--- config.mk ---
export PLATFORM = sky130hd
export DESIGN_NAME = int_to_decimal_ascii_flat
export DESIGN_NICKNAME = d
export VERILOG_FILES = /design/src/rtl/itda_pkg.sv /design/src/rtl/itda_in_if.sv /design/src/rtl/itda_out_if.sv /design/src/rtl/itda_dabble.sv /design/src/rtl/int_to_decimal_ascii.sv /design/src/flat_wrapper.sv
export SDC_FILE = /design/constraint.sdc
export NUM_CORES = 1
export LEC_CHECK = 0
export BUFFER_PORTS_ARGS = -buffer_cell sky130_fd_sc_hd__buf_2
export CORE_MARGIN = 1.5
export CORE_UTILIZATION = 30
export CTS_CLUSTER_SIZE = 16
export DETAILED_ROUTE_END_ITERATION = 8
export PLACE_DENSITY_LB_ADDON = 0.15
export SLEW_MARGIN = 20
export SYNTH_ARGS = -nofsm -noshare
export SYNTH_HDL_FRONTEND = slang
export SYNTH_HIERARCHICAL = 1
export SYNTH_SLANG_ARGS = --single-unit
--- constraint.sdc ---
create_clock -name clk_i -period 4 [get_ports clk_i]
set_clock_uncertainty 0.05 [all_clocks]
set_input_delay 0 -clock clk_i [delete_from_list [all_inputs] [get_ports clk_i]]
set_output_delay 0 -clock clk_i [all_outputs]
set_load 0.02 [all_outputs]
--- src/rtl/itda_pkg.sv ---
// itda_pkg: shared types and constants for the integer to decimal text converter
// no dependencies; imported by the converter modules
package itda_pkg;

  // width of one packed decimal digit
  localparam int unsigned DIGIT_W = 4;

  // ascii codes used on the character channel
  localparam logic [7:0] ASCII_ZERO  = 8'h30;
  localparam logic [7:0] ASCII_MINUS = 8'h2D;

  // largest value of one decimal digit
  localparam logic [DIGIT_W-1:0] DIGIT_MAX = 4'd9;

  // sequencer states
  typedef enum logic [2:0] {
    ST_IDLE,
    ST_CONV,
    ST_SCAN,
    ST_SIGN,
    ST_DIGITS
  } itda_state_e;

endpackage

--- src/rtl/itda_in_if.sv ---
// itda_in_if: valid/ready channel carrying one signed integer
// no dependencies
interface itda_in_if #(
  parameter int unsigned VALUE_WIDTH = 32
);
  logic                          valid;
  logic                          ready;
  logic signed [VALUE_WIDTH-1:0] value;

  modport source (output valid, output value, input ready);
  modport sink   (input valid, input value, output ready);
endinterface

--- src/rtl/itda_out_if.sv ---
// itda_out_if: valid/ready channel carrying one ascii character and a last flag
// no dependencies
interface itda_out_if;
  logic       valid;
  logic       ready;
  logic [7:0] character;
  logic       last;

  modport source (output valid, output character, output last, input ready);
  modport sink   (input valid, input character, input last, output ready);
endinterface

--- src/rtl/itda_dabble.sv ---
// itda_dabble: one shift-and-add-3 step of binary to packed bcd conversion
// depends on itda_pkg
module itda_dabble
  import itda_pkg::*;
#(
  parameter int unsigned NUM_DIGITS = 10
) (
  input  logic [NUM_DIGITS*DIGIT_W-1:0] bcd_i,
  input  logic                          bit_i,
  output logic [NUM_DIGITS*DIGIT_W-1:0] bcd_o
);

  logic [NUM_DIGITS*DIGIT_W-1:0] adj;

  // add 3 to every digit of 5 or more so the shift carries into the next digit
  always_comb begin
    for (int i = 0; i < NUM_DIGITS; i++) begin
      if (bcd_i[i*DIGIT_W +: DIGIT_W] >= 4'd5) begin
        adj[i*DIGIT_W +: DIGIT_W] = bcd_i[i*DIGIT_W +: DIGIT_W] + 4'd3;
      end else begin
        adj[i*DIGIT_W +: DIGIT_W] = bcd_i[i*DIGIT_W +: DIGIT_W];
      end
    end
  end

  // shift in the next magnitude bit
  assign bcd_o = {adj[NUM_DIGITS*DIGIT_W-2:0], bit_i};

endmodule

--- src/rtl/int_to_decimal_ascii.sv ---
// int_to_decimal_ascii: signed integer to decimal ascii text, one character per transfer
// depends on itda_pkg, itda_in_if, itda_out_if and itda_dabble
//
//  port    | dir | payload                 | meaning
//  in_i    | in  | value [VALUE_WIDTH]     | signed integer to convert
//  out_o   | out | character [8], last [1] | text, most significant first; last on final char
//
// a value is converted one magnitude bit per cycle through the shared shift-add-3 unit,
// then sent as characters: sign if negative, then digits. in_i is ready only between values.
// the result channel has an output register, so the next value is taken while the last
// character still waits. stalls on out_o hold the sequencer. reset clears control only.
module int_to_decimal_ascii
  import itda_pkg::*;
#(
  parameter int unsigned VALUE_WIDTH = 32
) (
  input  logic       clk_i,
  input  logic       rst_ni,
  itda_in_if.sink    in_i,
  itda_out_if.source out_o
);

  // digits enough for a magnitude of 2^(VALUE_WIDTH-1)
  localparam int unsigned NUM_DIGITS = (VALUE_WIDTH * 3) / 10 + 1;
  localparam int unsigned BCD_W      = NUM_DIGITS * DIGIT_W;
  localparam int unsigned IDX_W      = $clog2(NUM_DIGITS);
  localparam int unsigned CNT_W      = $clog2(VALUE_WIDTH);

  itda_state_e             state_q, state_d;
  logic [CNT_W-1:0]        cnt_q, cnt_d;
  logic [IDX_W-1:0]        idx_q, idx_d;
  logic                    neg_q, neg_d;
  logic [VALUE_WIDTH-1:0]  mag_q, mag_d;
  logic [BCD_W-1:0]        bcd_q, bcd_d;
  logic                    out_valid_q, out_valid_d;
  logic [7:0]              char_q, char_d;
  logic                    last_q, last_d;

  logic                    in_fire;
  logic                    emit_ok;
  logic [BCD_W-1:0]        bcd_step;
  logic [IDX_W-1:0]        msd;
  logic [DIGIT_W-1:0]      cur_digit;
  logic [VALUE_WIDTH-1:0]  in_raw;

  // shared conversion unit
  itda_dabble #(
    .NUM_DIGITS(NUM_DIGITS)
  ) u_dabble (
    .bcd_i (bcd_q),
    .bit_i (mag_q[VALUE_WIDTH-1]),
    .bcd_o (bcd_step)
  );

  assign in_i.ready = (state_q == ST_IDLE);
  assign in_fire    = in_i.valid && in_i.ready;
  assign in_raw     = in_i.value;
  assign emit_ok    = !out_valid_q || out_o.ready;
  assign cur_digit  = bcd_q[{idx_q, 2'b00} +: DIGIT_W];

  // most significant nonzero digit, zero when the value is zero
  always_comb begin
    msd = '0;
    for (int i = 0; i < NUM_DIGITS; i++) begin
      if (bcd_q[i*DIGIT_W +: DIGIT_W] != '0) begin
        msd = IDX_W'(i);
      end
    end
  end

  // sequencer next state and datapath loads
  always_comb begin
    state_d     = state_q;
    cnt_d       = cnt_q;
    idx_d       = idx_q;
    neg_d       = neg_q;
    mag_d       = mag_q;
    bcd_d       = bcd_q;
    out_valid_d = out_valid_q && !out_o.ready;
    char_d      = char_q;
    last_d      = last_q;
    unique case (state_q)
      ST_IDLE: begin
        if (in_fire) begin
          neg_d   = in_raw[VALUE_WIDTH-1];
          mag_d   = in_raw[VALUE_WIDTH-1] ? ('0 - in_raw) : in_raw;
          bcd_d   = '0;
          cnt_d   = CNT_W'(VALUE_WIDTH - 1);
          state_d = ST_CONV;
        end
      end
      ST_CONV: begin
        bcd_d = bcd_step;
        mag_d = {mag_q[VALUE_WIDTH-2:0], 1'b0};
        if (cnt_q == '0) begin
          state_d = ST_SCAN;
        end else begin
          cnt_d = cnt_q - 1'b1;
        end
      end
      ST_SCAN: begin
        idx_d   = msd;
        state_d = neg_q ? ST_SIGN : ST_DIGITS;
      end
      ST_SIGN: begin
        if (emit_ok) begin
          out_valid_d = 1'b1;
          char_d      = ASCII_MINUS;
          last_d      = 1'b0;
          state_d     = ST_DIGITS;
        end
      end
      ST_DIGITS: begin
        if (emit_ok) begin
          out_valid_d = 1'b1;
          char_d      = ASCII_ZERO + {4'd0, cur_digit};
          last_d      = (idx_q == '0);
          if (idx_q == '0) begin
            state_d = ST_IDLE;
          end else begin
            idx_d = idx_q - 1'b1;
          end
        end
      end
      default: state_d = ST_IDLE;
    endcase
  end

  // control registers
  always_ff @(posedge clk_i or negedge rst_ni) begin
    if (!rst_ni) begin
      state_q     <= ST_IDLE;
      out_valid_q <= 1'b0;
    end else begin
      state_q     <= state_d;
      out_valid_q <= out_valid_d;
    end
  end

  // datapath registers
  always_ff @(posedge clk_i) begin
    cnt_q  <= cnt_d;
    idx_q  <= idx_d;
    neg_q  <= neg_d;
    mag_q  <= mag_d;
    bcd_q  <= bcd_d;
    char_q <= char_d;
    last_q <= last_d;
  end

  assign out_o.valid     = out_valid_q;
  assign out_o.character = char_q;
  assign out_o.last      = last_q;

  // a taken value always starts conversion
  a_start_conv: assert property (@(posedge clk_i) disable iff (!rst_ni)
    in_fire |=> state_q == ST_CONV)
    else $error("accepted value did not start conversion");

  // conversion ends after the final magnitude bit
  a_conv_done: assert property (@(posedge clk_i) disable iff (!rst_ni)
    (state_q == ST_CONV && cnt_q == '0) |=> state_q == ST_SCAN)
    else $error("conversion did not end on last bit");

  // every digit left by the shift-add-3 unit is decimal
  a_digit_range: assert property (@(posedge clk_i) disable iff (!rst_ni)
    state_q == ST_DIGITS |-> cur_digit <= DIGIT_MAX)
    else $error("bcd digit out of range");

  // the final character returns the sequencer to idle with last set
  a_last_idle: assert property (@(posedge clk_i) disable iff (!rst_ni)
    (state_q == ST_DIGITS && emit_ok && idx_q == '0) |=>
      (state_q == ST_IDLE && out_valid_q && last_q))
    else $error("final character did not close the run");

endmodule

--- src/flat_wrapper.sv ---
// flat-port wrapper written by rule: the top's interface ports become plain ports
module int_to_decimal_ascii_flat import itda_pkg::*;
#(
  parameter int unsigned VALUE_WIDTH = 32
)
  (clk_i, rst_ni, in_i_valid, in_i_value, in_i_ready, out_o_valid, out_o_character, out_o_last, out_o_ready);
  itda_in_if #(.VALUE_WIDTH(VALUE_WIDTH)) in_i_i ();
  itda_out_if out_o_i ();
  input  logic clk_i;
  input  logic rst_ni;
  input wire logic [$bits(in_i_i.valid)-1:0] in_i_valid;
  input wire logic [$bits(in_i_i.value)-1:0] in_i_value;
  output wire logic [$bits(in_i_i.ready)-1:0] in_i_ready;
  output wire logic [$bits(out_o_i.valid)-1:0] out_o_valid;
  output wire logic [$bits(out_o_i.character)-1:0] out_o_character;
  output wire logic [$bits(out_o_i.last)-1:0] out_o_last;
  input wire logic [$bits(out_o_i.ready)-1:0] out_o_ready;
  assign in_i_i.valid = in_i_valid;
  assign in_i_i.value = in_i_value;
  assign in_i_ready = in_i_i.ready;
  assign out_o_valid = out_o_i.valid;
  assign out_o_character = out_o_i.character;
  assign out_o_last = out_o_i.last;
  assign out_o_i.ready = out_o_ready;
  int_to_decimal_ascii #(.VALUE_WIDTH(VALUE_WIDTH)) u_core (.clk_i(clk_i), .rst_ni(rst_ni), .in_i(in_i_i), .out_o(out_o_i));
endmodule
==> run metrics, run 1 <==
die width=~140 um; Synth Cell Area=between 5000 and 6000 um^2; vias in the first global route=around 4200; fin cells=between 800 and 900; Static Leak=between 2 and 3 nW; Antenna Cells=0; CP endpoint kind=flop; CTS Root Buffer Type=clkbuf_16; Buf/Inv on CP=1; Final Power=about 5.2 mW; share of post-route cells with drive strength above 1=14.7%; clock sink total=a little over 90; initial core utilization=30.4%; Max Cap Violations=0; initial antenna violation count=0; pin count of the biggest net entering global routing=between 50 and 60; max layer used=met4; post-DP HPWL=9210 um; I/O Pins=47; Fillers=between 2000 and 2500; wire length on met3=between 300 and 400 um; 1st-pass router iterations=4; first-pass GRT wire length=roughly 21000 um; Final setup violation count=0; Yosys reg bits=92; CP max-delay cell=or3b_2; Pins Over Slew Limit=0; Die ar.=just over 20000 um^2; Layout area overhead=14.3%; worst path cell trace=or3b_2 -> nand2_2 -> buf_12; DRT iter0 DRCs=between 200 and 250; Die Span Y=about 140 um; commonest non-fill, non-tap cell in the layout=edfxtp_1; CP top delay family=simple AND/OR/NAND/NOR gates; CP max FO=40; Reg area=~2700 um^2; drt wl/cell=around 14 um; Metal-1 WL=6030 um; Final Critical Period=2.55 ns; number of vias per cell=just under 5; clock buffer depth=2; Total Routed Length=between 10000 and 15000 um; Power per Cell Area=between 700 and 800 nW/um^2; CTS tree=built; commonest cells after routing, fill and taps aside=88 x edfxtp_1, 87 x nand2_1, 43 x buf_2; Synth Flop Type=edfxtp_1; clk slew on worst S/H paths=about 0.06 ns; WS Path Type=flop to flop; Post-Syn Area per Cell=10.2 um^2; Tot GR Track Use=13.1%; Vias=approximately 4300; Routability Congestion=between 0.8 and 0.9; Yosys Warn Count=6; ys async rst share=4.35%; CP max stage delay=approximately 0.66 ns; CP required=3.98 ns; Hold Crit Class=input port to flop; multi-input logic area=around 3000 um^2; Max Clock Freq=0.392 GHz; post-detailed-route count of antenna-violating nets=0; final hold vios=0; total CTS buffers=9; Worst Slack Setup Final=roughly 1.4 ns; status=finished, final reports clean; placed insts=863; peak supply drop=about 0.25 mV; worst slack, placed=1.43 ns; Final nets=676; sequential area share after synthesis=between 40 and 50%; Slew @ Worst Pin=approximately 0.82 ns; Residual DRC=0; period utilization=between 60 and 70%; core area=19400 um^2; CP Data Arrival Time=between 2 and 3 ns; RSZ-0062 raised after global routing=false; number of synthesized flops with an enable pin=88; Row Count=51; Met2 Routed Length=5910 um; clk_lat worst skew=0.35 ns; Setup TNS Final=0 ns; Mapped Cells=577; Synth cell types=53; Slew HR=a little under half; grt ovf=0; Setup crit start kind=flop; H-Tree Depth=3; Port Buffers=43
-- metal layers --
layer	global-route usage, %	vias up
li1	-	2116
met1	16.9	2059
met2	21.5	80
met3	1.91	18
met4	5.96	0
met5	0	-
-- cell families (layout without fill, tap and decap cells) --
logic type | after synthesis | in the layout | synth area share [%]
simple gates | 224 | 224 | 19.7
compound gates | 108 | 108 | 11.6
flops | 92 | 92 | 46.5
buf+inv | 56 | 99 | 4.09
xor+xnor | 43 | 43 | 6.39
mux | 28 | 28 | 6.47
fa+ha+maj | 24 | 24 | 5.09
other cells | 2 | 3 | 0.127
-- where the power goes --
part	switching, mW	internal [mW]	leakage (nW)
Sequential	0.504	1.77	0.884
Clock	0.357	0.539	0.152
Combinational	1.16	0.896	1.54
-- flip-flops by register name (all words and copies together) (netlist names) --
signal and flops:
u_core/idx_q 4, u_core/out_o.last 1, u_core/out_o.valid 1, u_core/out_o.character 5, u_core/bcd_q 40, u_core/neg_q 1, u_core/state_q 3, u_core/cnt_q 5
u_core/mag_q 32
-- metrics by stage --
stage	cell area, um^2	utilization (%)	hold slack (ns)
6_report	6740	34.7	0.00930
4_1_cts	6740	34.7	0.00464
3_5_place_dp	6360	32.8	-0.230
3_3_place_gp	6360	32.8	-0.232
5_1_grt	6740	34.7	0.0326
2_1_floorplan	5900	-	-0.346
-- final cells by class --
cell class                 count  share of cell area (%)
clock buffer                   9                    3.34
timing repair buffer          53                    4.75
tap                          265                    4.92
clock inverter                 7                    1.21
sequential                    92                    40.7
inverter                      30                    1.67
multi-input combinational    430                    43.4
-- final timing paths --
check | startpoint | endpoint | slack (ns) | cells past startpoint
setup / recovery | u_core/state_q[2] | u_core/bcd_q[36] | 1.45 | 3
hold / removal | in_i_valid | u_core/neg_q | 0.009 | 3
setup reg to reg | u_core/state_q[2] | u_core/bcd_q[36] | 1.45 | 3
hold reg to reg | u_core/out_o.valid | u_core/out_o.valid | 0.46 | 2
max in group asynchronous | rst_ni | u_core/state_q[2] | 3.22 | 3
min in group asynchronous | rst_ni | u_core/state_q[1] | 0.50 | 3
-- tightest hold or removal path: stages --
cell and delay [ns]:
buf_2 0.10, nand2_1 0.09, inv_1 0.08
-- cells in the mapped netlist, drive strengths merged, types with 19 or more instances --
cell type	n	area share, %
ha	24	5.1
inv	29	1.8
a21oi	22	2.5
mux2i	19	3.2
xor2	28	4.2
nand2	88	5.6
edfxtp	88	45
and2	40	4.2
nand2b	22	2.3
nor2	30	1.9
clkbuf	19	1.3
o21ai	57	4.8
-- what timing repair did --
| item | in CTS | in global routing |
|---|---|---|
| buffers inserted | 0 | 0 |
| resized for setup | 0 | 0 |
| endpoints found under the hold margin | 9 | 0 |
| hold buffers | 7 | 0 |
Note: power is estimated with default switching activity, not from simulation.
==> run 2, diff against run 1 <==
==> constraint.sdc (replaced) <==
create_clock -name clk_i -period 2.6 [get_ports clk_i]
set_clock_uncertainty 0.05 [all_clocks]
set_input_delay 0 -clock clk_i [delete_from_list [all_inputs] [get_ports clk_i]]
set_output_delay 0 -clock clk_i [all_outputs]
set_load 0.02 [all_outputs]
==> run 2 against run 1 <==
  * Die area is the same
  * Hold slack improved by 0.0041 ns
  * Highest routed layer unchanged
  * Power up 53%
  * Global-route usage is 0.075 points higher
  * Largest cell class unchanged
  * Critical path depth grew 5
  * Flip-flop and latch count unchanged
==> run metrics, run 2 (same netlist as run 1, synthesis figures left out) <==
status=finished, final reports clean; clock sink total=92 (unchanged); Pins Over Slew Limit=0 (unchanged); busiest grt layer=met2; largest reg by FF count=u_core/bcd_q; Buf/Inv on CP=3 (+2); vias in the first global route=4185 (-1.3%); Tot GR Track Use=13.1% (+0.075 points); CP endpoint kind=flop; pin count of the biggest net entering global routing=56 (+1.8%); final hold vios=0 (unchanged); Final Critical Period=between 2 and 2.5 ns; worst path cell trace=dlygate4sd3_1 -> buf_2 -> inv_1 -> ha_1 -> nand4_2 -> o41ai_1 -> xor2_1 -> a21oi_1; Max Clock Freq=around 0.47 GHz; Routability Congestion=0.848 (-0.71%); Hold Crit Class=input port to flop; I/O Pins=47 (unchanged); CP max-delay cell=o41ai_1; met1 GRT Util=16.6% (-0.28 points); Total Routed Length=12600 um (+0.21%); placed insts=867 (+0.46%); die width=143 um (unchanged); 1st-pass router iterations=5 (+1); DRT iter0 DRCs=206 (-5.9%); Slew HR=57.2% (+12 points); CP top delay family=buffers and inverters; Final Power=8.01 mW (+53%); post-DP HPWL=9140 um (-0.71%); H-Tree Depth=3 (unchanged); CP required=2.64 ns (-1.34 ns); fin cells=895 (+1.0%); clk slew on worst S/H paths=0.06 ns (about the same); CTS Hold Bufs=12 (+5); Resized cells post-CTS=0 (unchanged); core area=19400 um^2 (unchanged); worst slack, placed=0.565 ns (-0.864 ns); Max Cap Violations=0 (unchanged); Static Leak=2.61 nW (+1.2%); Slew @ Worst Pin=0.636 ns (-0.186 ns); CP max FO=6 (-85%); Final setup violation count=0 (unchanged); Residual DRC=0 (unchanged); Fillers=1973 (-1.9%); Largest regs=u_core/bcd_q x40, u_core/mag_q x32; clock buffer depth=2 (unchanged); Vias=4245 (-0.66%); first-pass GRT wire length=20800 um (about the same); CTS tree=built; number of vias per cell=4.74 (-1.7%); CP max stage delay=0.54 ns (-0.12 ns); RSZ-0062 raised after global routing=false; Power per Cell Area=1180 nW/um^2 (+52%); peak supply drop=0.417 mV (+66%); total CTS buffers=9 (unchanged); Layout area overhead=15.5%; drt wl/cell=14.1 um (-0.79%); period utilization=between 80% and 90%; initial core utilization=30.4% (unchanged); Die ar.=20500 um^2 (unchanged); CP Data Arrival Time=2.19 ns (-0.35 ns); initial antenna violation count=0 (unchanged); Port Buffers=43 (unchanged); DP Area=6410 um^2 (+0.75%); CTS Root Buffer Type=clkbuf_16; share of post-route cells with drive strength above 1=15.1% (+0.43 points); GR met2 Demand/Resource=22.3% (+0.81 points); max FFs per register=40 (unchanged); commonest non-fill, non-tap cell in the layout=edfxtp_1; post-detailed-route count of antenna-violating nets=0 (unchanged); Die Span Y=143 um (unchanged); Setup crit start kind=input port; Row Count=51 (unchanged); Antenna Cells=0 (unchanged); Final nets=685 (+1.3%); postcts setup bufs=0 (unchanged); Worst Slack Setup Final=0.450 ns (-0.996 ns); Post-Layout Inst Area=6810 um^2 (+1.1%); met3 GRT Util=1.84% (-0.067 points); WS Path Type=input port to flop; Setup TNS Final=0 ns (unchanged); commonest cells after routing, fill and taps aside=88 x edfxtp_1, 87 x nand2_1, 43 x buf_2; clk_lat worst skew=0.35 ns (about the same); grt ovf=0 (unchanged)
## run 2: changes by cell type in the layout (fill, tap and decap cells not counted), sizes merged
cell	delta
dlygate4sd3	+5
bufinv	-1
buf	+4
clkinvlp	+1
clkbuf	+1
clkinv	-1
## run 2: path summary, 6_finish.rpt
check	slack [ns]	end	cells after the start	startpoint
max	0.45	u_core/mag_q[26]	8	in_i_value[0]
min	0.01	u_core/mag_q[8]	3	in_i_value[8]
max reg2reg	0.57	u_core/state_q[2]	7	u_core/idx_q[0]
min reg2reg	0.48	u_core/mag_q[12]	2	u_core/mag_q[11]
max in group asynchronous	1.81	u_core/state_q[2]	3	rst_ni
min in group asynchronous	0.51	u_core/out_o.valid	3	rst_ni
## run 2: tightest hold or removal path, stage by stage
cell	delay (ns)
buf_2	0.10
xor2_1	0.07
o21ai_0	0.13
## run 2: cell type report
cell class | count | area [um^2] | area share, %
tap | 265 | 332 | 4.87
clock inverter | 6 | 55.1 | 0.808
inverter | 30 | 113 | 1.65
clock buffer | 10 | 229 | 3.36
sequential | 92 | 2740 | 40.2
timing repair buffer | 62 | 413 | 6.06
multi-input combinational | 430 | 2930 | 43.0
## run 2: power by group
part	switching [mW]	total [mW]	leakage, nW	internal (mW)
combinational	1.85	3.29	1.59	1.44
clock	0.558	1.29	0.137	0.736
sequential	0.705	3.43	0.884	2.72
## run 2: through the flow
step                      utilization, %  hold WS (ns)
after global placement              33.0        -0.228
after floorplan                        -        -0.346
after global routing                35.1        0.0303
after detailed placement            33.0        -0.226
after CTS                           35.1     0.0000238
final                               35.1        0.0134
## run 2: routing by layer
metal / part of all wire (%) / routed length, um / vias to the layer above
met1: 47 / 5960 / 2030
met2: 48 / 6100 / 57
met4: 1.8 / 228 / 0
li1: - / - / 2143
met5: 0 / 0 / -
met3: 2.5 / 319 / 15
==> run 3, diff against run 2 <==
==> constraint.sdc (replaced) <==
create_clock -name clk_i -period 1.85 [get_ports clk_i]
set_clock_uncertainty 0.05 [all_clocks]
set_input_delay 0 -clock clk_i [delete_from_list [all_inputs] [get_ports clk_i]]
set_output_delay 0 -clock clk_i [all_outputs]
set_load 0.02 [all_outputs]
==> run 3 against run 2 <==
  * Register-to-register slack worse by 0.63 ns
  * Sequential share of layout area shrank 2.8 points
  * The run now ends with negative setup slack left
  * Power grew 55%
  * Via count increased by 3.3%
==> run metrics, run 3 (same netlist as run 1, synthesis figures left out) <==
core area=19400 um^2 (unchanged); Net Switching=4.67 mW (+50%); Layout area overhead=24.2%; number of vias per cell=4.65 (-1.9%); Residual DRC=0 (unchanged); post-DP HPWL=9640 um (+5.4%); drt wl/cell=13.9 um (-1.7%); Total Routed Length=13000 um (+3.4%); clk_lat worst skew=0.36 ns (about the same); Port Buffers=43 (unchanged); pin count of the biggest net entering global routing=63 (+13%); I/O Pins=47 (unchanged); Power per Cell Area=1700 nW/um^2 (+45%); grt ovf=0 (unchanged); CP max FO=2 (-4); power share of the sequential group=36.5% (-6.3 points); clock sink total=92 (unchanged); H-Tree Depth=3 (unchanged); Vias=4383 (+3.3%); peak supply drop=0.571 mV (+37%); commonest non-fill, non-tap cell in the layout=edfxtp_1; DRT iter0 DRCs=234 (+14%); clock buffer depth=2 (unchanged); Tot GR Track Use=13.8% (+0.71 points); switch share=37.5% (-1.4 points); WS Path Type=flop to flop; Hold Crit Class=input port to flop; vias in the first global route=4346 (+3.8%); clock power share=17.6% (+1.5 points); 1st-pass router iterations=5 (unchanged); max FFs per register=40 (unchanged); Final Power=12.5 mW (+55%); Max Clock Freq=roughly 0.52 GHz; initial antenna violation count=0 (unchanged); final hold vios=0 (unchanged); Die Span Y=143 um (unchanged); initial core utilization=30.4% (unchanged); Die ar.=20500 um^2 (unchanged); CP endpoint kind=flop; clk slew on worst S/H paths=0.07 ns (about the same); Logic pwr share=45.9% (+4.8 points); violated checks=negative setup slack; Internal=7.79 mW (+59%); commonest cells after routing, fill and taps aside=88 x edfxtp_1, 87 x nand2_1, 50 x buf_4; Pins Over Slew Limit=0 (unchanged); Final setup violation count=1 (+1); Slew HR=62.4% (+5.2 points); first-pass GRT wire length=21800 um (+4.7%); CP Data Arrival Time=2.10 ns (-0.09 ns); die width=143 um (unchanged); Static Leak=2.88 nW (+11%); Final Critical Period=about 1.9 ns; Fillers=1981 (+0.41%); Antenna Cells=0 (unchanged); Routability Congestion=0.791 (-6.7%); DP Area=6850 um^2 (+6.8%); CTS tree=built; RSZ-0062 raised after global routing=true; Setup TNS Final=-0.0590 ns (-0.0590 ns); Largest regs=u_core/bcd_q x40, u_core/mag_q x32; share of post-route cells with drive strength above 1=22.9% (+7.8 points); CTS Root Buffer Type=clkbuf_16; post-detailed-route count of antenna-violating nets=0 (unchanged); Setup crit start kind=flop; period utilization=103%; WHS=0.0119 ns (-0.00159 ns); Worst Slack Setup Final=-0.0590 ns (-0.509 ns); Post-Layout Inst Area=7330 um^2 (+7.5%); Slew @ Worst Pin=0.564 ns (-0.0719 ns); total CTS buffers=9 (unchanged); Max Cap Violations=0 (unchanged); CP required=2.04 ns (-0.60 ns); Row Count=51 (unchanged); largest reg by FF count=u_core/bcd_q; Final Util=37.8% (+2.7 points); Final nets=732 (+6.9%); status=finished, violations left
[run 3: cell types whose count changed in the layout (fill, tap and decap cells not counted), moves of 2 or more]
cell	previous run	this run
or3b_4	0	2
clkinvlp_4	1	3
buf_4	5	50
bufinv_16	1	3
dlygate4sd3_1	12	10
o21ai_0	41	38
o21ai_1	16	19
clkinv_2	2	0
inv_1	29	27
buf_12	2	5
clkinv_1	3	1
[run 3: through the flow]
stage                     std cells  setup slack [ns]
after floorplan                 578            -0.190
after global placement          914           -0.0238
after detailed placement        914           -0.0644
after CTS                       940           -0.0194
after global routing            942            -0.138
final                           942           -0.0590
[run 3: cell type report]
type	count	area [um^2]	share of cell area [%]
clock buffer	9	225	3.07
clock inverter	7	124	1.69
inverter	30	115	1.57
multi-input combinational	430	2990	40.8
sequential	92	2740	37.4
tap	265	332	4.52
timing repair buffer	109	802	10.9
[run 3: worst paths after layout]
| path | startpoint | end | slack, ns | cells after the start |
|---|---|---|---|---|
| setup reg to reg | u_core/idx_q[0] | u_core/state_q[2] | -0.06 | 7 |
| hold / removal | in_i_value[1] | u_core/mag_q[1] | 0.01 | 3 |
| max in group asynchronous | rst_ni | u_core/state_q[0] | 1.09 | 3 |
| setup / recovery | u_core/idx_q[0] | u_core/state_q[2] | -0.06 | 7 |
| min in group asynchronous | rst_ni | u_core/state_q[1] | 0.49 | 3 |
| hold reg to reg | u_core/mag_q[8] | u_core/mag_q[9] | 0.48 | 2 |
[run 3: routing by layer]
metal | GRT usage [%] | vias up | wire length, um
li1 | - | 2240 | -
met1 | 18.1 | 2052 | 6330
met2 | 22.5 | 76 | 6040
met3 | 3.02 | 15 | 423
met4 | 4.94 | 0 | 247
met5 | 0 | - | 0
[run 3: critical path: stages (launching register included)]
cell and delay [ns]:
edfxtp_1 0.44, inv_4 0.08, ha_4 0.12, or3b_4 0.37
o21ai_1 0.12, o21ai_1 0.10, a21oi_2 0.19, mux2_4 0.32
[run 3: power groups by stage]
| stage | combinational [mW] | clock (mW) | sequential [mW] |
|---|---|---|---|
| 2_1_floorplan | 3.82 | 0 | 4.48 |
| 3_3_place_gp | 5.57 | 0 | 4.58 |
| 3_5_place_dp | 5.71 | 0 | 4.60 |
| 4_1_cts | 5.77 | 2.25 | 4.57 |
| 5_1_grt | 6.52 | 2.32 | 4.69 |
| 6_report | 5.72 | 2.19 | 4.55 |
[run 3: repair_timing]
| action | 4_1_cts | 5_1_grt |
|---|---|---|
| resized for setup | 3 | 4 |
| endpoints found under the setup margin | 2 | 12 |
| hold buffers | 10 | 0 |
| setup buffers | 0 | 2 |
| pin swaps | 0 | 0 |
| endpoints found under the hold margin | 12 | 0 |
